## src/hw/rtl/bdq_pkg.sv

```systemverilog
// Shared types and codes for the bounded deque with linear search.
`default_nettype none

package bdq_pkg;

	typedef enum logic [2:0] {
		ACT_PUSH_FRONT = 3'd0,
		ACT_PUSH_BACK  = 3'd1,
		ACT_POP_FRONT  = 3'd2,
		ACT_POP_BACK   = 3'd3,
		ACT_FIND       = 3'd4,
		ACT_CLEAR      = 3'd5
	} action_t;

	typedef enum logic [1:0] {
		ERR_OK         = 2'd0,
		ERR_POP_EMPTY  = 2'd1,
		ERR_PUSH_FULL  = 2'd2
	} err_t;

	typedef enum logic {
		ST_IDLE = 1'b0,
		ST_SCAN = 1'b1
	} state_t;

	// Shift commands broadcast to every cell of the chain.
	typedef struct packed {
		logic shift_l;
		logic shift_r;
	} shift_ctrl_t;

endpackage

`default_nettype wire

```

## src/hw/rtl/bdq_cell.sv

```systemverilog
// One storage cell of the deque chain, loading or taking data from a neighbor.
`default_nettype none

module bdq_cell
	import bdq_pkg::*;
#(
	parameter int unsigned WIDTH = 32
) (
	input  wire logic             clk,
	input  wire shift_ctrl_t      ctrl,
	input  wire logic             load,
	input  wire logic [WIDTH-1:0] load_data,
	input  wire logic [WIDTH-1:0] left_data,
	input  wire logic [WIDTH-1:0] right_data,
	output logic      [WIDTH-1:0] data
);

	logic [WIDTH-1:0] data_q;

	always_ff @(posedge clk) begin
		if (load) begin
			data_q <= load_data;
		end else if (ctrl.shift_l) begin
			data_q <= right_data;
		end else if (ctrl.shift_r) begin
			data_q <= left_data;
		end
	end

	assign data = data_q;

endmodule

`default_nettype wire

```

## src/hw/rtl/bounded_deque_with_search.sv

```systemverilog
// Top level of the bounded deque: a chain of cells with the front entry in cell zero.
// Push front, push back, pop front, clear, unknown codes, and pop back or find on an
// empty deque give their result in the cycle after the item is accepted. Pop back and
// find on a non-empty deque first rotate the whole chain once past cell zero.
// A new item is accepted once the previous result is taken, in the cycle it is taken.
// Reset empties the deque and drops any pending result; stored values are not cleared.
`default_nettype none

module bounded_deque_with_search
	import bdq_pkg::*;
#(
	parameter int unsigned CAPACITY   = 16,
	parameter int unsigned VALUE_BITS = 32
) (
	input  wire logic        clk,
	input  wire logic        arst_n,
	input  wire logic        in_valid,
	output logic             in_ready,
	input  wire logic [2:0]  action,
	input  wire logic [31:0] value,
	output logic             out_valid,
	input  wire logic        out_ready,
	output logic [31:0]      popped_value,
	output logic             found,
	output logic [3:0]       match_position,
	output logic [4:0]       entry_count,
	output logic             is_empty,
	output logic [1:0]       error_code
);

	localparam int unsigned IDX_W = $clog2(CAPACITY);
	localparam int unsigned CNT_W = $clog2(CAPACITY + 1);

	state_t                  state_q, state_d;
	logic [CNT_W-1:0]        count_q, count_d;
	logic [IDX_W-1:0]        scan_q;
	logic                    out_valid_q;
	action_t                 act_q;
	logic [VALUE_BITS-1:0]   val_q;
	logic [VALUE_BITS-1:0]   popped_q;
	logic                    found_q;
	logic [IDX_W-1:0]        pos_q;
	err_t                    err_q;

	action_t                 act;
	logic                    in_fire;
	logic                    full;
	logic                    empty;
	logic                    scan_last;
	logic                    scan_hit;
	logic                    scan_back;
	logic                    start_scan;
	logic                    res_load;
	err_t                    res_err;
	logic [VALUE_BITS-1:0]   res_popped;
	logic                    push_back_en;
	shift_ctrl_t             shift_ctrl;

	logic [VALUE_BITS+31:0]  vin_ext;
	logic [VALUE_BITS-1:0]   val_in;
	logic [VALUE_BITS+31:0]  pop_ext;
	logic [IDX_W+3:0]        pos_ext;
	logic [CNT_W+4:0]        cnt_ext;

	logic [VALUE_BITS-1:0]   cell_data [CAPACITY];

	assign act       = action_t'(action);
	assign in_ready  = (state_q == ST_IDLE) && (!out_valid_q || out_ready);
	assign in_fire   = in_valid && in_ready;
	assign full      = (count_q == CNT_W'(CAPACITY));
	assign empty     = (count_q == '0);
	assign scan_last = (scan_q == IDX_W'(CAPACITY - 1));
	assign scan_hit  = (act_q == ACT_FIND) && !found_q && (CNT_W'(scan_q) < count_q)
		&& (cell_data[0] == val_q);
	assign scan_back = (act_q == ACT_POP_BACK) && (CNT_W'(scan_q) == count_q - CNT_W'(1));

	assign vin_ext = {{VALUE_BITS{1'b0}}, value};
	assign val_in  = vin_ext[VALUE_BITS-1:0];

	for (genvar i = 0; i < CAPACITY; i++) begin : g_cell
		bdq_cell #(
			.WIDTH(VALUE_BITS)
		) u_cell (
			.clk       (clk),
			.ctrl      (shift_ctrl),
			.load      (push_back_en && (count_q == CNT_W'(i))),
			.load_data (val_in),
			.left_data ((i == 0) ? val_in : cell_data[(i + CAPACITY - 1) % CAPACITY]),
			.right_data(cell_data[(i + 1) % CAPACITY]),
			.data      (cell_data[i])
		);
	end

	always_comb begin
		state_d = state_q;
		unique case (state_q)
			ST_IDLE: begin
				if (in_fire && start_scan) begin
					state_d = ST_SCAN;
				end
			end
			ST_SCAN: begin
				if (scan_last) begin
					state_d = ST_IDLE;
				end
			end
			default: begin
				state_d = ST_IDLE;
			end
		endcase
	end

	always_comb begin
		shift_ctrl   = '0;
		push_back_en = 1'b0;
		start_scan   = 1'b0;
		res_load     = 1'b0;
		res_err      = ERR_OK;
		res_popped   = '0;
		count_d      = count_q;
		if (state_q == ST_IDLE && in_fire) begin
			unique case (act)
				ACT_PUSH_FRONT: begin
					res_load = 1'b1;
					if (full) begin
						res_err = ERR_PUSH_FULL;
					end else begin
						shift_ctrl.shift_r = 1'b1;
						count_d = count_q + CNT_W'(1);
					end
				end
				ACT_PUSH_BACK: begin
					res_load = 1'b1;
					if (full) begin
						res_err = ERR_PUSH_FULL;
					end else begin
						push_back_en = 1'b1;
						count_d = count_q + CNT_W'(1);
					end
				end
				ACT_POP_FRONT: begin
					res_load = 1'b1;
					if (empty) begin
						res_err = ERR_POP_EMPTY;
					end else begin
						res_popped = cell_data[0];
						shift_ctrl.shift_l = 1'b1;
						count_d = count_q - CNT_W'(1);
					end
				end
				ACT_POP_BACK: begin
					if (empty) begin
						res_load = 1'b1;
						res_err = ERR_POP_EMPTY;
					end else begin
						start_scan = 1'b1;
					end
				end
				ACT_FIND: begin
					if (empty) begin
						res_load = 1'b1;
					end else begin
						start_scan = 1'b1;
					end
				end
				ACT_CLEAR: begin
					res_load = 1'b1;
					count_d = '0;
				end
				default: begin
					res_load = 1'b1;
				end
			endcase
		end else if (state_q == ST_SCAN) begin
			shift_ctrl.shift_l = 1'b1;
			if (scan_last && act_q == ACT_POP_BACK) begin
				count_d = count_q - CNT_W'(1);
			end
		end
	end

	always_ff @(posedge clk or negedge arst_n) begin
		if (!arst_n) begin
			state_q     <= ST_IDLE;
			count_q     <= '0;
			scan_q      <= '0;
			out_valid_q <= 1'b0;
		end else begin
			state_q <= state_d;
			count_q <= count_d;
			if (state_q == ST_SCAN && !scan_last) begin
				scan_q <= scan_q + IDX_W'(1);
			end else begin
				scan_q <= '0;
			end
			if (res_load || (state_q == ST_SCAN && scan_last)) begin
				out_valid_q <= 1'b1;
			end else if (out_ready) begin
				out_valid_q <= 1'b0;
			end
		end
	end

	always_ff @(posedge clk) begin
		if (in_fire) begin
			act_q <= act;
			val_q <= val_in;
		end
		if (res_load) begin
			popped_q <= res_popped;
			found_q  <= 1'b0;
			pos_q    <= '0;
			err_q    <= res_err;
		end else if (in_fire) begin
			popped_q <= '0;
			found_q  <= 1'b0;
			pos_q    <= '0;
			err_q    <= ERR_OK;
		end else if (state_q == ST_SCAN) begin
			if (scan_hit) begin
				found_q <= 1'b1;
				pos_q   <= scan_q;
			end
			if (scan_back) begin
				popped_q <= cell_data[0];
			end
		end
	end

	assign pop_ext = {32'd0, popped_q};
	assign pos_ext = {4'd0, pos_q};
	assign cnt_ext = {5'd0, count_q};

	assign out_valid      = out_valid_q;
	assign popped_value   = pop_ext[31:0];
	assign found          = found_q;
	assign match_position = pos_ext[3:0];
	assign entry_count    = cnt_ext[4:0];
	assign is_empty       = empty;
	assign error_code     = err_q;

endmodule

`default_nettype wire

```

## config.mk

```make
export PLATFORM = sky130hd
export DESIGN_NAME = bounded_deque_with_search
export DESIGN_NICKNAME = d
export VERILOG_FILES = /design/src/hw/rtl/bdq_pkg.sv /design/src/hw/rtl/bdq_cell.sv /design/src/hw/rtl/bounded_deque_with_search.sv
export SDC_FILE = /design/constraint.sdc
export NUM_CORES = 1
export LEC_CHECK = 0
export BUFFER_PORTS_ARGS = -buffer_cell sky130_fd_sc_hd__buf_2
export CAP_MARGIN = 20
export CORE_ASPECT_RATIO = 0.6
export CORE_MARGIN = 3
export CORE_UTILIZATION = 40
export DETAILED_ROUTE_END_ITERATION = 10
export GPL_TIMING_DRIVEN = 0
export PLACE_DENSITY = 0.55
export SLEW_MARGIN = 15
export SYNTH_ARGS = -nofsm -noshare
export SYNTH_HDL_FRONTEND = slang
export SYNTH_HIERARCHICAL = 1
export SYNTH_SLANG_ARGS = --single-unit
```

## constraint.sdc

```tcl
create_clock -name clk -period 8 [get_ports clk]
set_clock_uncertainty 0.05 [all_clocks]
set_input_delay 0.4 -clock clk [delete_from_list [all_inputs] [get_ports clk]]
set_output_delay 0.4 -clock clk [all_outputs]
set_load 0.005 [all_outputs]
```

==> results by stage <==
Clocking:
- Buffers inserted to repair hold after CTS numbered 4.
- The root buffer cell is clkbuf_16.
- The post-CTS setup repair buffer count is 0.
- The maximum buffer depth of the clock tree is 3.
- The H-tree depth reported by CTS is 2.
- The clock-pin slew on the worst setup and hold paths is 0.07 ns.
- The clock latency on the worst-skew pair is around 0.63 ns.
- The clock tree from TritonCTS is yes.
- The number of resized instances in the post-cts repair step is 0.
- The TritonCTS sink count is 597.
- The total clock buffers created by CTS is between 50 and 60.

Floorplanning:
- The height of the die is around 220 um.
- The total I/O pin count is between 80 and 90.
- Row generation in the floorplan step produced 78 rows.
- The floorplan step defined a die boundary enclosing roughly 80000 sq um.
- The initial utilization of the core area, before any placement, comes to about two fifths.
- The horizontal extent of the die is 364 um.
- The area of the core is around 76000 sq um.

Synth:
- The top-area cell type share of the netlist area is 56.7%.
- The register bit total from synthesis is 597.
- The post-synth design cell area is just over 30000 sq um.
- The post-synthesis average cell area is about 12 sq um.
- Of the synthesized area, sequential elements account for roughly 58%.
- The number of unique standard cell types used by synthesis is 55.
- The primary flip-flop cell chosen by synthesis mapping is edfxtp_1.
- The number of instances in the synthesized netlist is between 2000 and 3000.
- Ranked by total cell area, the synthesized netlist is headed by edfxtp_1 (57%), mux2i_1 (17%), o21ai_1 (7.8%).
- The number of nets in the synthesized netlist is around 2600.
- The biggest area contributor in the post-synthesis netlist is edfxtp_1.
- The count of flip-flops with a built-in enable after synthesis is 581.
- The share of flip-flops with an asynchronous set or reset is 1.84%.
- The number of warnings reported in the yosys synthesis log is 6.

Layout:
- In the final layout, the multi-input gates occupy roughly 11000 sq um.
- The post-layout net count is 2768.
- The top cell types in the final layout, fill and taps aside, are edfxtp_1 (581), nand2_1 (523), mux2i_1 (512).
- The most common cell after layout, fill and taps aside is edfxtp_1.
- Cells with a size suffix above 1 make up 13.1% of the layout.
- The area growth from synthesis to layout is 12.5%.
- Counting the fill cells in the layout gives between 6000 and 7000.
- The total non-filler cell area in the finished layout is approximately 35000 sq um.
- The final design utilization is between 40 and 50%.
- The total area of sequential cells is roughly 18000 sq um.
- After the flow finishes, the layout carries non-filler instances totaling roughly 3800.

GRT:
- The overflow left after global routing is 0.
- The initial antenna violation count is 6.
- Global routing used between 20% and 30% of the available tracks across all layers.
- The first global-routing pass estimated around 130 mm of wire.
- Entering global routing, the biggest net connects 44 pins.
- The via count of the first global-routing pass was roughly 19000.

Detailed routing:
- The post-detailed-route count of antenna-violating nets is 0.
- The number of vias in the routed layout is about 20000.
- Before antenna repair, the detailed router went through 6 iterations.
- The final layout contains routed wiring with a total length of 86.6 mm.
- In the routed layout, each cell is associated on average with a via count of between 5 and 6.
- The wire length per cell is around 23 um.
- The DRC violation total after the first TritonRoute iteration is roughly 2500.
- The number of remaining DRC errors is 0.

STA:
- The minimum clock period after layout is 3.97 ns.
- Derived from the worst setup path, the maximum achievable clock frequency is around 250 MHz.
- Setup violations remaining at the end of the flow were counted as 0.
- The transition time of the tightest slew-check pin is 0.931 ns.
- Adding up every negative setup slack in the final design gives 0 ns.
- The ratio of final minimum period to clock period is between 40% and 50%.
- The final count of hold timing violations came to 0.
- The max-slew violation count came to 0.
- Measured against its own limit, the worst slew margin works out to 37.5%.
- Setup repair after global routing left no endpoint under its margin.

Placement:
- The number of placed instances, taps included is between 3000 and 4000.
- In this run the cell area measured after placement is between 30000 and 40000 sq um.
- The weighted congestion at the end of routability-driven global placement is 0.827.
- The port buffer count is 85.
- Detailed placement ended at an HPWL of 69.2 mm.

Hold path:
- In this run the worst hold path is classified as input port to flop.
- The startpoint of the most critical hold path is out_ready.

Setup path:
- The launching instance or port of the critical path is state_q.
- For the worst setup path, the data arrival time is 4.18 ns.
- STA classifies the critical path startpoint as a flop.
- In this run the critical register-to-register path is launched from state_q.
- The capturing element type of the critical path is a flop.
- The startpoint-to-endpoint class of the critical path is flop to flop.
- The required arrival time at the worst endpoint is 8.21 ns.
- The peak fanout along the critical path is 32.

Power:
- The peak ir drop on the vdd network is 0.182 mV.
- Dividing total power by cell area gives a power density of 425 nW/um^2.
- The post-layout total power is ~15000 uW.
- The static leakage is 0.0144 uW.

Job:
- The tool flagged a number of max-cap violations equal to 0.

Run status:
- The run finished with clean final reports.
[critical path, stage by stage, from the launching register on]
cell     delay [ns]
dfrtp_1        0.37
buf_6          0.13
and2b_2        0.24
nand2_2        0.14
nor4_1         0.71
nand2_1        0.45
nor2_1         0.47
buf_2          0.31
or3_2          0.68
[report_power, final]
part           switching (uW)  internal [uW]  leakage, uW  total [uW]
Sequential               1580           5850      0.00604        7430
Combinational            2330           2220      0.00744        4550
Clock                    1210           1520     0.000903        2740
[per-layer routing]
metal	part of all wire, %	vias to the layer above	GRT usage, %
li1	-	9679	-
met1	53	9794	36.2
met2	35	850	25.9
met3	11	76	5.76
met4	1.4	0	3.91
met5	0	-	0
[stage by stage]
stage	worst slack [ns]	hold WS, ns
detailed placement	4.01	0.259
global route	3.96	0.107
finish	4.03	0.100
floorplan	4.26	0.0544
global placement	3.08	0.253
CTS	4.15	0.0563
[worst paths after layout]
check,end,slack [ns],depth (start not counted)
setup reg to reg,g_cell[14].u_cell/data[3],4.03,8
setup / recovery,g_cell[14].u_cell/data[3],4.03,8
min in group asynchronous,scan_q[3],0.13,2
hold reg to reg,match_position[3],0.45,2
hold / removal,out_valid,0.10,3
max in group asynchronous,entry_count[3],7.54,2
[area by class of cell]
class                   instances  area share (%)
diodes                          2          0.0145
plain buffers                 184            5.04
clock buffers                  80            4.76
clock inverters                24           0.535
inverters                      11           0.123
multi-input cells            1763            32.3
flip-flops and latches        597            51.5
well taps                    1000            3.61
repair buffers                102            2.10
[synthesized netlist by cell type (all sizes together) (2+ instances only)]
library cell and instances:
nor4 10, buf 167, o21a 2, or3 18, a31oi 2, nor3 6
o211ai 4, and2 2, nand4 9, inv 10, xnor2 4, nor2 26
xor2 36, ha 11, and4 2, dfrtp 11, and3 3, nand3 7
dfxtp 5, mux2i 512, and2b 2, edfxtp 581, nand2b 2, nor2b 34
a21oi 7, o31ai 6, nand2 524, o21ai 514, clkbuf 17, nand3b 2
[flip-flops by register name, summed over array words and instances (netlist names), 2 cells and up]
register,flops
val_q,32
popped_value,32
scan_q,4
error_code,2
act_q,3
g_cell.u_cell/data,512
entry_count,5
match_position,4
[cell families after synthesis]
kind of cell	synth area share (%)
simple gates	8.87
xor+xnor	1.14
compound gates	9.18
mux	16.7
buf+inv	5.80
fa+ha+maj	0.447
flops	57.9
Note: power is estimated with default switching activity, not from simulation.
